$ cat config.mk
export PLATFORM = sky130hd
export DESIGN_NAME = register_mapped_spi_frontend_control_top
export DESIGN_NICKNAME = d
export VERILOG_FILES = /design/src/sv/rmsfc_pkg.sv /design/src/sv/register_mapped_spi_frontend_control_top.sv
export SDC_FILE = /design/constraint.sdc
export NUM_CORES = 1
export LEC_CHECK = 0
export BUFFER_PORTS_ARGS = -buffer_cell sky130_fd_sc_hd__buf_2
export CAP_MARGIN = 20
export CORE_ASPECT_RATIO = 1.4
export CORE_MARGIN = 4
export CORE_UTILIZATION = 60
export CTS_CLUSTER_DIAMETER = 150
export CTS_CLUSTER_SIZE = 12
export DETAILED_ROUTE_END_ITERATION = 10
export MAX_ROUTING_LAYER = met4
export PLACE_DENSITY = 0.75
export SYNTH_ARGS = -nofsm -noshare
export SYNTH_HDL_FRONTEND = slang
export SYNTH_SLANG_ARGS = --single-unit
$ cat constraint.sdc
create_clock -name clk -period 8.7 [get_ports clk]
set_input_delay 1.74 -clock clk [delete_from_list [all_inputs] [get_ports clk]]
set_output_delay 1.74 -clock clk [all_outputs]
set_load 0.01 [all_outputs]
$ cat src/sv/rmsfc_pkg.sv
// Shared types and constants for the register-mapped SPI front-end control block.
// Register map, frame constants and sequencer state type. No dependencies.
`timescale 1ns / 1ps

package rmsfc_pkg;

  localparam int AddrW  = 15;
  localparam int WordW  = 16;
  localparam int SelW   = 4;
  localparam int FrameW = 30;
  localparam int CntW   = 5;
  localparam int CfgIdxW = 2;

  localparam logic              OP_READ     = 1'b0;
  localparam logic              OP_WRITE    = 1'b1;

  localparam logic [13:0]       TUNER_CTRL  = 14'b01010000001000;
  localparam logic [10:0]       TUNER_MASK  = 11'h7FF;
  localparam logic [WordW-1:0]  BAD_READ    = 16'hEEEE;
  localparam logic [AddrW-1:0]  ADDR_ID_MAX = 15'h02;
  localparam logic [AddrW-1:0]  ADDR_GPIO   = 15'h10;
  localparam logic [AddrW-1:0]  ADDR_TUNER  = 15'h20;
  localparam logic [AddrW-1:0]  ADDR_DAC    = 15'h30;
  localparam logic [WordW-1:0]  TUNER_RESET = 16'h0200;

  localparam logic [SelW-1:0]   SEL_NONE    = 4'd0;
  localparam logic [SelW-1:0]   SEL_TUNER0  = 4'd1;
  localparam logic [SelW-1:0]   SEL_DAC0    = 4'd7;

  localparam logic [CntW-1:0]   BEATS_ONE   = 5'd1;
  localparam logic [CntW-1:0]   BEATS_TUNER = 5'd30;
  localparam logic [CntW-1:0]   BEATS_DAC   = 5'd16;

  localparam logic [CfgIdxW-1:0] CFG_DEVICE_ID = 2'd0;
  localparam logic [CfgIdxW-1:0] CFG_HW_VER    = 2'd1;
  localparam logic [CfgIdxW-1:0] CFG_FW_VER    = 2'd2;

  typedef enum logic {
    ST_IDLE,
    ST_SEND
  } state_t;

endpackage

$ cat src/sv/register_mapped_spi_frontend_control_top.sv
// Top level of the register-mapped SPI front-end control block.
// Decodes register accesses and shifts tuner/DAC frames out bit by bit.
// Depends on rmsfc_pkg.
`timescale 1ns / 1ps

// Usage:
//   in_*  : one register access per beat (opcode, reg_address, write_data).
//   out_* : result beats; a read, a GPIO write or a bad access gives one beat,
//           a tuner write 30 beats, a DAC write 16 beats, out_last on the final.
//   cfg_* : identification register writes, ready out of reset, index 0..2,
//           other indices ignored.
//   A single frame shift register with a beat counter delivers one result beat
//   per cycle while out_ready is high; the first beat shows in the cycle after
//   the access is taken.
//   in_ready is low from accept until the last beat is taken.
//   A stalled receiver holds the current beat; the sequencer waits with it.
//   Reset: tuner words to 0x0200, GPIO, DAC words and identification
//   registers to zero, no beat pending, in_ready and cfg_ready low.

module register_mapped_spi_frontend_control_top (
  input  logic                          clk,
  input  logic                          rst_n,
  input  logic                          in_valid,
  output logic                          in_ready,
  input  logic                          in_opcode,
  input  logic [rmsfc_pkg::WordW-1:0]   in_reg_address,
  input  logic [rmsfc_pkg::WordW-1:0]   in_write_data,
  output logic                          out_valid,
  input  logic                          out_ready,
  output logic [rmsfc_pkg::SelW-1:0]    out_target_select,
  output logic                          out_serial_bit,
  output logic [rmsfc_pkg::WordW-1:0]   out_read_data,
  output logic                          out_access_error,
  output logic                          out_gpio_drive,
  output logic                          out_last,
  input  logic                          cfg_valid,
  output logic                          cfg_ready,
  input  logic [rmsfc_pkg::CfgIdxW-1:0] cfg_index,
  input  logic [rmsfc_pkg::WordW-1:0]   cfg_data
);
  import rmsfc_pkg::*;

  state_t state_r, state_nxt;

  logic [WordW-1:0]  id_r [3];
  logic [WordW-1:0]  gpio_r;
  logic [WordW-1:0]  tuner_r [6];
  logic [WordW-1:0]  dac_r [2];

  logic [FrameW-1:0] shift_r;
  logic [CntW-1:0]   count_r;
  logic [SelW-1:0]   sel_r;
  logic [WordW-1:0]  rdata_r;
  logic              err_r;

  logic              in_acc, out_acc;
  logic [AddrW-1:0]  addr;
  logic              is_id, is_gpio, is_tuner, is_dac;
  logic [2:0]        t_idx;
  logic              d_idx;
  logic [WordW-1:0]  rd_val;
  logic [WordW-1:0]  t_frame, t_rev;
  logic [FrameW-1:0] frame_load;
  logic [CntW-1:0]   count_load;
  logic [SelW-1:0]   sel_load;
  logic [WordW-1:0]  rdata_load;
  logic              err_load;

  assign cfg_ready = rst_n;
  assign in_acc    = in_valid && in_ready;
  assign out_acc   = out_valid && out_ready;

  // access decode
  always_comb begin
    addr     = in_reg_address[AddrW-1:0];
    is_id    = addr <= ADDR_ID_MAX;
    is_gpio  = addr == ADDR_GPIO;
    is_tuner = (addr >= ADDR_TUNER) && (addr < ADDR_TUNER + 15'd6);
    is_dac   = (addr == ADDR_DAC) || (addr == ADDR_DAC + 15'd1);
    t_idx    = addr[2:0];
    d_idx    = addr[0];

    rd_val = BAD_READ;
    if (is_id) begin
      rd_val = id_r[addr[1:0]];
    end else if (is_gpio) begin
      rd_val = gpio_r;
    end else if (is_tuner) begin
      rd_val = tuner_r[t_idx];
    end else if (is_dac) begin
      rd_val = dac_r[d_idx];
    end

    t_frame = {3'b000, in_write_data[10:0] & TUNER_MASK, 2'b10};
    for (int k = 0; k < WordW; k++) begin
      t_rev[WordW-1-k] = t_frame[k];
    end

    frame_load = '0;
    count_load = BEATS_ONE;
    sel_load   = SEL_NONE;
    rdata_load = '0;
    err_load   = 1'b0;
    if (in_opcode == OP_READ) begin
      rdata_load = rd_val;
      err_load   = !(is_id || is_gpio || is_tuner || is_dac);
    end else if (is_tuner) begin
      frame_load = {TUNER_CTRL, t_rev};
      count_load = BEATS_TUNER;
      sel_load   = SEL_TUNER0 + {1'b0, t_idx};
    end else if (is_dac) begin
      frame_load = {2'b00, in_write_data[7:0], 6'b000000, 14'b0};
      count_load = BEATS_DAC;
      sel_load   = SEL_DAC0 + {3'b000, d_idx};
    end else if (!is_gpio) begin
      err_load   = 1'b1;
    end
  end

  // sequencer
  always_ff @(posedge clk) begin
    if (!rst_n) begin
      state_r <= ST_IDLE;
    end else begin
      state_r <= state_nxt;
    end
  end

  always_comb begin
    state_nxt = state_r;
    in_ready  = 1'b0;
    unique case (state_r)
      ST_IDLE: begin
        in_ready = rst_n;
        if (in_valid) begin
          state_nxt = ST_SEND;
        end
      end
      ST_SEND: begin
        if (out_acc && (count_r == BEATS_ONE)) begin
          state_nxt = ST_IDLE;
        end
      end
      default: state_nxt = ST_IDLE;
    endcase
  end

  // register file
  always_ff @(posedge clk) begin
    if (!rst_n) begin
      for (int i = 0; i < 3; i++) id_r[i] <= '0;
      for (int i = 0; i < 6; i++) tuner_r[i] <= TUNER_RESET;
      dac_r[0] <= '0;
      dac_r[1] <= '0;
      gpio_r   <= '0;
    end else begin
      if (cfg_valid && cfg_ready) begin
        unique case (cfg_index)
          CFG_DEVICE_ID: id_r[0] <= cfg_data;
          CFG_HW_VER:    id_r[1] <= cfg_data;
          CFG_FW_VER:    id_r[2] <= cfg_data;
          default: ;
        endcase
      end
      if (in_acc && (in_opcode == OP_WRITE)) begin
        if (is_gpio) begin
          gpio_r <= in_write_data;
        end else if (is_tuner) begin
          tuner_r[t_idx] <= in_write_data;
        end else if (is_dac) begin
          dac_r[d_idx] <= in_write_data;
        end
      end
    end
  end

  // frame shifter and result beat
  always_ff @(posedge clk) begin
    if (!rst_n) begin
      count_r <= '0;
    end else if (in_acc) begin
      count_r <= count_load;
    end else if (out_acc) begin
      count_r <= count_r - BEATS_ONE;
    end
  end

  always_ff @(posedge clk) begin
    if (in_acc) begin
      shift_r <= frame_load;
      sel_r   <= sel_load;
      rdata_r <= rdata_load;
      err_r   <= err_load;
    end else if (out_acc) begin
      shift_r <= {shift_r[FrameW-2:0], 1'b0};
    end
  end

  assign out_valid         = state_r == ST_SEND;
  assign out_target_select = sel_r;
  assign out_serial_bit    = shift_r[FrameW-1];
  assign out_read_data     = rdata_r;
  assign out_access_error  = err_r;
  assign out_gpio_drive    = gpio_r[0];
  assign out_last          = count_r == BEATS_ONE;

endmodule
* After elaboration in Yosys (flattened, before gate mapping)
Memories as Yosys holds them, arrays and structs flattened. Cells that the tools add are included.
Storage, ports and cells: register bits 73, memory bits (writable) 176, input port bits 56, output and inout bits 27, word-level logic and storage cells 99, memories kept 3
Operators by class: $add $sub $neg 3, $lt $le $gt $ge 3, equal/unequal tests 6, muxes and demuxes 57, bitwise logic cells 4, reductions and logical operators 16
Memory list:
- tuner_r | words 6, width 16, rd ports 1, clocked after Yosys merged registers in 0, wr ports 6, line register_mapped_spi_frontend_control_top.sv:47 | logic [WordW-1:0] tuner_r [6];
- id_r | words 3, width 16, rd ports 1, clocked after Yosys merged registers in 0, wr ports 3, line register_mapped_spi_frontend_control_top.sv:45 | logic [WordW-1:0] id_r [3];
- dac_r | words 2, width 16, rd ports 1, clocked after Yosys merged registers in 0, wr ports 2, line register_mapped_spi_frontend_control_top.sv:48 | logic [WordW-1:0] dac_r [2];
Operators by type and width (number):
- 2-to-1 mux 16 bit | 9
- 2-to-1 mux 30 bit | 2
- 2-to-1 mux 29 bit | 2
- 2-to-1 mux 1 bit | 34
- OR reduction 16 bit | 2
- equality test 15 x 6 -> 1 bit (second input constant) | 2
- 2-to-1 mux 28 bit | 1
- 2-to-1 mux 5 bit | 5
- equality test 15 x 5 -> 1 bit (second input constant) | 1
- greater-or-equal comparator 15 x 6 -> 1 bit (second input constant) | 1
- <= comparator 15 x 2 -> 1 bit (second input constant) | 1
- < comparator 15 x 6 -> 1 bit (second input constant) | 1
- 2-to-1 mux 4 bit | 2
- logical AND 1 bit | 6
- equality test 5 x 1 -> 1 bit (second input constant) | 1
- subtractor 5 x 1 -> 5 bit (second input constant) | 1
- adder 1 x 3 -> 4 bit (first input constant) | 1
- adder 3 x 1 -> 4 bit (first input constant) | 1
- logical OR 1 bit | 4
- 2-to-1 mux 3 bit | 1
- OR 1 bit | 3
- equality test 2 x 1 -> 1 bit (second input constant) | 1
- equality test 2 bit (second input constant) | 1
- zero test 2 bit | 1
- 5 further kinds | 5

* Depth between registers and ports, before layout
Gate-level depths: netlist of the first run.
depth in word-level cells 10, depth in mapped cells 11

* Least setup slack after synthesis of the first run
Ideal clock, no wire load.
kind input port to flip-flop, start point input port in_reg_address[0] in the netlist's numbering, end point memory tuner_r[5][0] (enable), library setup time 0.436 ns, arrival time 4.658 ns, data required time 8.264 ns, slack 3.606 ns, stages on the path 7, buffers on the path 5, cell sequence buf_2 -> buf_2 -> buf_4 -> buf_2 -> buf_2 -> nand2_1 -> o41ai_1
RTL lines:
- from (decl) | line register_mapped_spi_frontend_control_top.sv:26 | input logic [rmsfc_pkg::WordW-1:0] in_reg_address,
- to (decl) | line register_mapped_spi_frontend_control_top.sv:47

==> results.json, run 1 <==
{
  "cts_setup_buffers": 0,
  "crit_path_max_fo": 45,
  "route.antenna.remaining_nets": 0,
  "postSynth.asyncResetShare_pct": 0,
  "number_of_placement_rows": 61,
  "timing.final.hold_violations": 0,
  "placed_area_um2": 13000,
  "final-setup-viol-count": 0,
  "die_h_um": 177,
  "skew_ns": 0.0247,
  "global_route.usage.total_pct": 24.7,
  "setup_repair_after_global_routing_missed_its_margin": "false",
  "die_area_um2": 22800,
  "setup-tns-final_ns": 0,
  "timing.critical_path.to_type": "flop",
  "max-vdd-ir-drop_v": 0.000155,
  "fillCellCount": 1416,
  "first_pass_grt_wire_length_um": 41600,
  "final_max_slew_viol_count": 0,
  "worst_hold_startpoint": "gpio_r[14]$_SDFFE_PN0P_",
  "htree_num_levels": 1,
  "area_fraction_of_the_dominant_cell_type_after_synthesis_pct": 62.8,
  "yosys_warnings": 0,
  "max_cap_viol_count": 0,
  "cts_resized": 0,
  "initial_core_util_pct": 61.2,
  "post_synth_main_area_contributors": "sky130_fd_sc_hd__edfxtp_1, sky130_fd_sc_hd__and2_1, sky130_fd_sc_hd__mux4_2, sky130_fd_sc_hd__dfxtp_1, sky130_fd_sc_hd__nand2_1",
  "grt_max_degree": 46,
  "gpl.final_weighted_congestion": 0.865,
  "clock_sink_count": 278,
  "crit-reg2reg-launch": "out_valid$_SDFF_PN0_",
  "route.detailed.vias_per_inst": 5.93,
  "antenna-diode-count": 0,
  "vias": 7402,
  "clock_insertion_delay_worst_skew_ns": 0.54,
  "required_ns": 8.78,
  "ys.flop_type": "sky130_fd_sc_hd__edfxtp_1",
  "fmax_ghz": 0.217,
  "finalInstanceArea_um2": 13800,
  "result_of_the_run": "finished, final reports clean",
  "antenna_found_initial": 0,
  "synth.ff_latch_count": 278,
  "finalCriticalPeriod_ns": 4.61,
  "timing.critical_path.cells": "buf_2 -> buf_4 -> inv_1 -> ha_1 -> nor2_1 -> nor3_1 -> nand4_1 -> nor3_1 -> nand2b_1",
  "total_leakage_power_uw": 0.00517,
  "dp_hpwl_um": 17600,
  "floorplan.core_area_um2": 20000,
  "first_global_vias": 7472,
  "syn-mean-instance-area_um2": 14.1,
  "i_o_pin_total": 83,
  "synth_cell_area_um2": 12200,
  "chip_width_um": 129,
  "fraction_of_final_layout_cells_with_drive_strength_greater_than_1_pct": 18.7,
  "timing_startpoint_of_the_critical_path": "in_reg_address[1]",
  "areaGrowthSynthToFinish_pct": 12.5,
  "cts_hold_buf": 0,
  "cts-buffers-inserted": 27,
  "syn_inst": 866,
  "hold_path_class": "reg -> reg",
  "setup.worst_path.class": "in -> reg",
  "yosys.cell_types.count": 63,
  "synthDominantAreaCellType": "sky130_fd_sc_hd__edfxtp_1",
  "tritoncts": "yes",
  "worst_slew_margin_rel_pct": 26.4,
  "place.port_buffers": 81,
  "wl_per_cell_um": 21.7,
  "cpPeakStageDelay_ns": 0.60,
  "firstDrtPassIters": 5,
  "max_slew.worst_pin.slew_ns": 1.10,
  "synth_enable_flop_cells": 256,
  "critPathSlowestCell": "sky130_fd_sc_hd__buf_4",
  "clk_tree_root_cell": "sky130_fd_sc_hd__clkbuf_16",
  "crit_path_start_kind": "primary input",
  "top_cell_by_count_worst_path": "sky130_fd_sc_hd__nor3_1",
  "globalRoute.totalOverflow": 0,
  "critPathArrivalTime_ns": 4.69,
  "detail_route.iter0.violations": 660,
  "postRouteWirelength_um": 27100,
  "drc": 0,
  "cellPowerDensity_nw_per_um2": 202,
  "cts.path.max_buffers": 3,
  "fraction_of_the_cycle_the_final_worst_path_needs_pct": 53.0,
  "nets": 1037,
  "seq_area_frac_synth_pct": 66.4,
  "postLayoutSetupSlackWorst_ns": 4.09,
  "clkTransAtPathRegs_ns": 0.06,
  "dp_worst_setup_slack_ns": 3.39
}
final timing paths:
check | cells past startpoint | endpoint | slack [ns]
max | 9 | dac_r[0][0]$_SDFFCE_PN0P_ | 4.09
min | 2 | gpio_r[14]$_SDFFE_PN0P_ | 0.47
max reg2reg | 5 | tuner_r[1][2]$_SDFFCE_PN0P_ | 5.39
min reg2reg | 2 | gpio_r[14]$_SDFFE_PN0P_ | 0.47
sequential cells by signal, indices dropped and copies added, names as in the netlist:
register	count
out_valid	1
shift_r	27
count_r	5
out_read_data	16
out_access_error	1
gpio_r	16
dac_r	32
out_target_select	4
id_r	48
tuner_r	128
cells in the mapped netlist (15+ instances only):
cell and number:
sky130_fd_sc_hd__mux2i_1 24, sky130_fd_sc_hd__a21boi_0 16, sky130_fd_sc_hd__clkbuf_1 26, sky130_fd_sc_hd__a21oi_1 21
sky130_fd_sc_hd__nand2_1 84, sky130_fd_sc_hd__nor2_1 29, sky130_fd_sc_hd__nand2b_1 15, sky130_fd_sc_hd__mux4_2 32
sky130_fd_sc_hd__and2_1 141, sky130_fd_sc_hd__edfxtp_1 256, sky130_fd_sc_hd__o21ai_0 26, sky130_fd_sc_hd__o22ai_1 20
sky130_fd_sc_hd__dfxtp_1 22
final cells by class:
cell class	count	area [um2]	share of cell area, %
clock buffers	48	754	5.48
clock inverters	2	20.0	0.145
inverters	8	30.0	0.218
multi-input cells	561	3990	29.0
flip-flops and latches	278	8130	59.0
well taps	252	315	2.29
repair buffers	99	541	3.92
critical path: cells and delay by family:
kind / cells / cell delay [ns]
adders and majority gates: 1 / 0.30
buffers and inverters: 3 / 1.45
and+or+nand+nor: 5 / 1.19
metal layers:
metal,vias up,part of all wire (%),track usage [%]
li1,3422,-,-
met1,3686,40,31.5
met2,245,52,42.0
met3,49,5.4,2.84
met4,0,2.6,7.14
met5,-,0,-
stage by stage:
step / total power [uW] / utilization, % / hold slack [ns] / std cells
after floorplan: 1680 / - / 0.441 / 897
after global placement: 1750 / 65.0 / 0.448 / 1196
after detailed placement: 1760 / 65.0 / 0.457 / 1197
after CTS: 2800 / 68.9 / 0.463 / 1247
after global routing: 2880 / 68.9 / 0.482 / 1248
final: 2780 / 68.9 / 0.466 / 1248
layout by cell type (no fill, tap or decap), drive strengths merged, types with 20 or more instances in the layout:
| cell | instances |
|---|---|
| and2 | 141 |
| clkbuf | 49 |
| edfxtp | 256 |
| conb | 32 |
| a21oi | 21 |
| mux4 | 32 |
| nand2 | 84 |
| dfxtp | 22 |
| buf | 98 |
| o22ai | 20 |
| nor2 | 29 |
| mux2i | 24 |
| o21ai | 26 |
where the power goes:
group	leakage (uW)	switching (uW)	internal (uW)
Clock	0.000368	469	585
Sequential	0.00274	17.6	1520
Combinational	0.00207	117	71.0
Total	0.00517	603	2180
logic make-up after synthesis:
| group | after synthesis | share of synthesized area (%) |
|---|---|---|
| compound gates | 131 | 7.11 |
| xor+xnor | 1 | 0.0715 |
| fa+ha+maj | 6 | 0.613 |
| buf+inv | 58 | 2.05 |
| flops | 278 | 66.4 |
| mux | 68 | 8.95 |
| other cells | 1 | 0.0306 |
| simple gates | 323 | 14.8 |
Note: power is estimated with default switching activity, not from simulation.
==> run 2: changes to the inputs <==
==> constraint.sdc (replaced) <==
create_clock -name clk -period 4.4 [get_ports clk]
set_input_delay 0.88 -clock clk [delete_from_list [all_inputs] [get_ports clk]]
set_output_delay 0.88 -clock clk [all_outputs]
set_load 0.01 [all_outputs]
==> run 2 against run 1 <==
  * Worst setup slack lost 2.7 ns
  * Via count increased by 0.73%
  * Sequential power grew 97%
  * Clock power up 97%
  * Sequential cell count unchanged
  * First-iteration DRC count is 2.0% lower
  * Non-clock buffer count increased by 17
  * Total power up 97%
  * Die area is the same
  * Global-route usage up 0.18 points
  * Critical path depth is 1 lower
==> results.json, run 2 (synthesized netlist as in run 1, its figures left out) <==
{
  "result_of_the_run": "finished, final reports clean",
  "route.detailed.vias_per_inst": 5.90,
  "setup.worst_path.class": "in -> reg",
  "multi_input_area_um2": 3990,
  "max_slew.worst_pin.slew_ns": 0.840,
  "layout.cells.most_common": "sky130_fd_sc_hd__edfxtp_1",
  "nets": 1054,
  "cellPowerDensity_nw_per_um2": 395,
  "crit-reg2reg-launch": "out_valid$_SDFF_PN0_",
  "stdcell_count": 1264,
  "largest_register_ff_count": 128,
  "cts_hold_buf": 0,
  "hold-worst-slack_ns": 0.461,
  "cts_resized": 0,
  "layout.cells.most_common_list": "sky130_fd_sc_hd__edfxtp_1, sky130_fd_sc_hd__and2_1, sky130_fd_sc_hd__nand2_1",
  "postRouteWirelength_um": 27100,
  "antenna-diode-count": 0,
  "reg.largest.list": "tuner_r (128), id_r (48), dac_r (32)",
  "route.antenna.remaining_nets": 0,
  "power_frac_seq_pct": 55.4,
  "die_area_um2": 22800,
  "clock_insertion_delay_worst_skew_ns": 0.53,
  "finalCriticalPeriod_ns": 2.98,
  "firstDrtPassIters": 6,
  "registers.top_by_ff_count": "tuner_r",
  "drc": 0,
  "floorplan.core_area_um2": 20000,
  "max_cap_viol_count": 0,
  "fillCellCount": 1440,
  "dp_worst_setup_slack_ns": 0.874,
  "areaGrowthSynthToFinish_pct": 13.5,
  "timing.critical_path.to_type": "flop",
  "setup_repair_after_global_routing_missed_its_margin": "false",
  "htree_num_levels": 1,
  "p_switching_uw": 1180,
  "worstRegToRegCells": 7,
  "timing.final.hold_violations": 0,
  "clock_sink_count": 278,
  "vias": 7456,
  "place.port_buffers": 81,
  "clkTransAtPathRegs_ns": 0.06,
  "setup-tns-final_ns": 0,
  "fmax_ghz": 0.335,
  "clk_tree_root_cell": "sky130_fd_sc_hd__clkbuf_16",
  "die_h_um": 177,
  "dp_hpwl_um": 18100,
  "total_leakage_power_uw": 0.00525,
  "timing_startpoint_of_the_critical_path": "in_reg_address[7]",
  "power_frac_comb_pct": 6.9,
  "worst_slew_margin_rel_pct": 44.0,
  "hold_path_class": "reg -> reg",
  "max-vdd-ir-drop_v": 0.000286,
  "crit_path_max_fo": 17,
  "final-setup-viol-count": 0,
  "placed_cells_incl_taps": 1215,
  "initial_core_util_pct": 61.2,
  "required_ns": 4.62,
  "storage_element_area_um2": 8130,
  "fraction_of_power_spent_switching_nets_pct": 21.5,
  "internal-power_uw": 4310,
  "cts-buffers-inserted": 27,
  "detail_route.iter0.violations": 647,
  "final_max_slew_viol_count": 0,
  "tritoncts": "yes",
  "first_pass_grt_wire_length_um": 41800,
  "worstReg2RegEnd": "tuner_r[1][8]$_SDFFCE_PN0P_",
  "wl_per_cell_um": 21.5,
  "globalRoute.totalOverflow": 0,
  "crit_path_start_kind": "primary input",
  "i_o_pin_total": 83,
  "grt_max_degree": 50,
  "final_util_pct": 69.5,
  "cts_setup_buffers": 0,
  "global_route.usage.total_pct": 24.9,
  "endpoint": "tuner_r[1][8]$_SDFFCE_PN0P_",
  "skew_ns": 0.0123,
  "clock_power_share_pct": 37.7,
  "first_global_vias": 7436,
  "gpl.final_weighted_congestion": 0.880,
  "r2r_slack_ns": 1.65,
  "fraction_of_final_layout_cells_with_drive_strength_greater_than_1_pct": 20.1,
  "cts.path.max_buffers": 3,
  "critPathArrivalTime_ns": 3.21,
  "fraction_of_the_cycle_the_final_worst_path_needs_pct": 67.8,
  "chip_width_um": 129,
  "number_of_placement_rows": 61,
  "postLayoutSetupSlackWorst_ns": 1.42,
  "antenna_found_initial": 0
}
==> run 2: cell count changes in the layout (fill, tap and decap cells not counted) <==
cell and delta:
sky130_fd_sc_hd__clkbuf_1 -1, sky130_fd_sc_hd__buf_4 +18, sky130_fd_sc_hd__clkbuf_2 -1
==> run 2: worst min path at each step <==
stage	from	to	cells past startpoint
2_1_floorplan	gpio_r[1]$_SDFFE_PN0P_	gpio_r[1]$_SDFFE_PN0P_	2
3_3_place_gp	gpio_r[6]$_SDFFE_PN0P_	gpio_r[6]$_SDFFE_PN0P_	2
3_5_place_dp	gpio_r[9]$_SDFFE_PN0P_	gpio_r[9]$_SDFFE_PN0P_	2
4_1_cts	gpio_r[9]$_SDFFE_PN0P_	gpio_r[9]$_SDFFE_PN0P_	2
5_1_grt	gpio_r[10]$_SDFFE_PN0P_	gpio_r[10]$_SDFFE_PN0P_	2
6_report	gpio_r[9]$_SDFFE_PN0P_	gpio_r[9]$_SDFFE_PN0P_	2
==> run 2: routing by layer <==
metal / part of all wire [%] / GRT usage (%) / wire, um
met1: 39 / 31.2 / 10500
met2: 52 / 41.5 / 14200
met3: 5.9 / 3.02 / 1600
met4: 3.1 / 9.54 / 839
met5: 0 / - / 0
==> run 2: area by class of cell <==
class	instances	share of cell area [%]
Sequential cell	278	58.5
Multi-Input combinational cell	561	28.7
Tap cell	252	2.27
Timing Repair Buffer	116	4.82
Clock buffer	47	5.40
Clock inverter	2	0.144
Inverter	8	0.216
==> run 2: stage by stage <==
step / total power [uW] / area, um2
finish: 5490 / 13900
global placement: 3460 / 13100
global route: 5700 / 13900
detailed placement: 3470 / 13100
CTS: 5530 / 13900
floorplan: 3320 / 12400
==> run 2: worst max-delay path, cell delays in order <==
cell	delay, ns
sky130_fd_sc_hd__buf_2	0.14
sky130_fd_sc_hd__nand2b_1	0.17
sky130_fd_sc_hd__a211o_1	0.35
sky130_fd_sc_hd__or4_4	0.62
sky130_fd_sc_hd__nor3_4	0.13
sky130_fd_sc_hd__buf_4	0.26
sky130_fd_sc_hd__nand2b_1	0.34
sky130_fd_sc_hd__buf_4	0.31
==> run 2: power groups by stage <==
stage | Combinational (uW) | Clock (uW) | Sequential (uW)
finish | 377 | 2070 | 3040
global route | 411 | 2240 | 3050
CTS | 380 | 2100 | 3040
detailed placement | 378 | 0 | 3100
global placement | 373 | 0 | 3090
floorplan | 230 | 0 | 3090
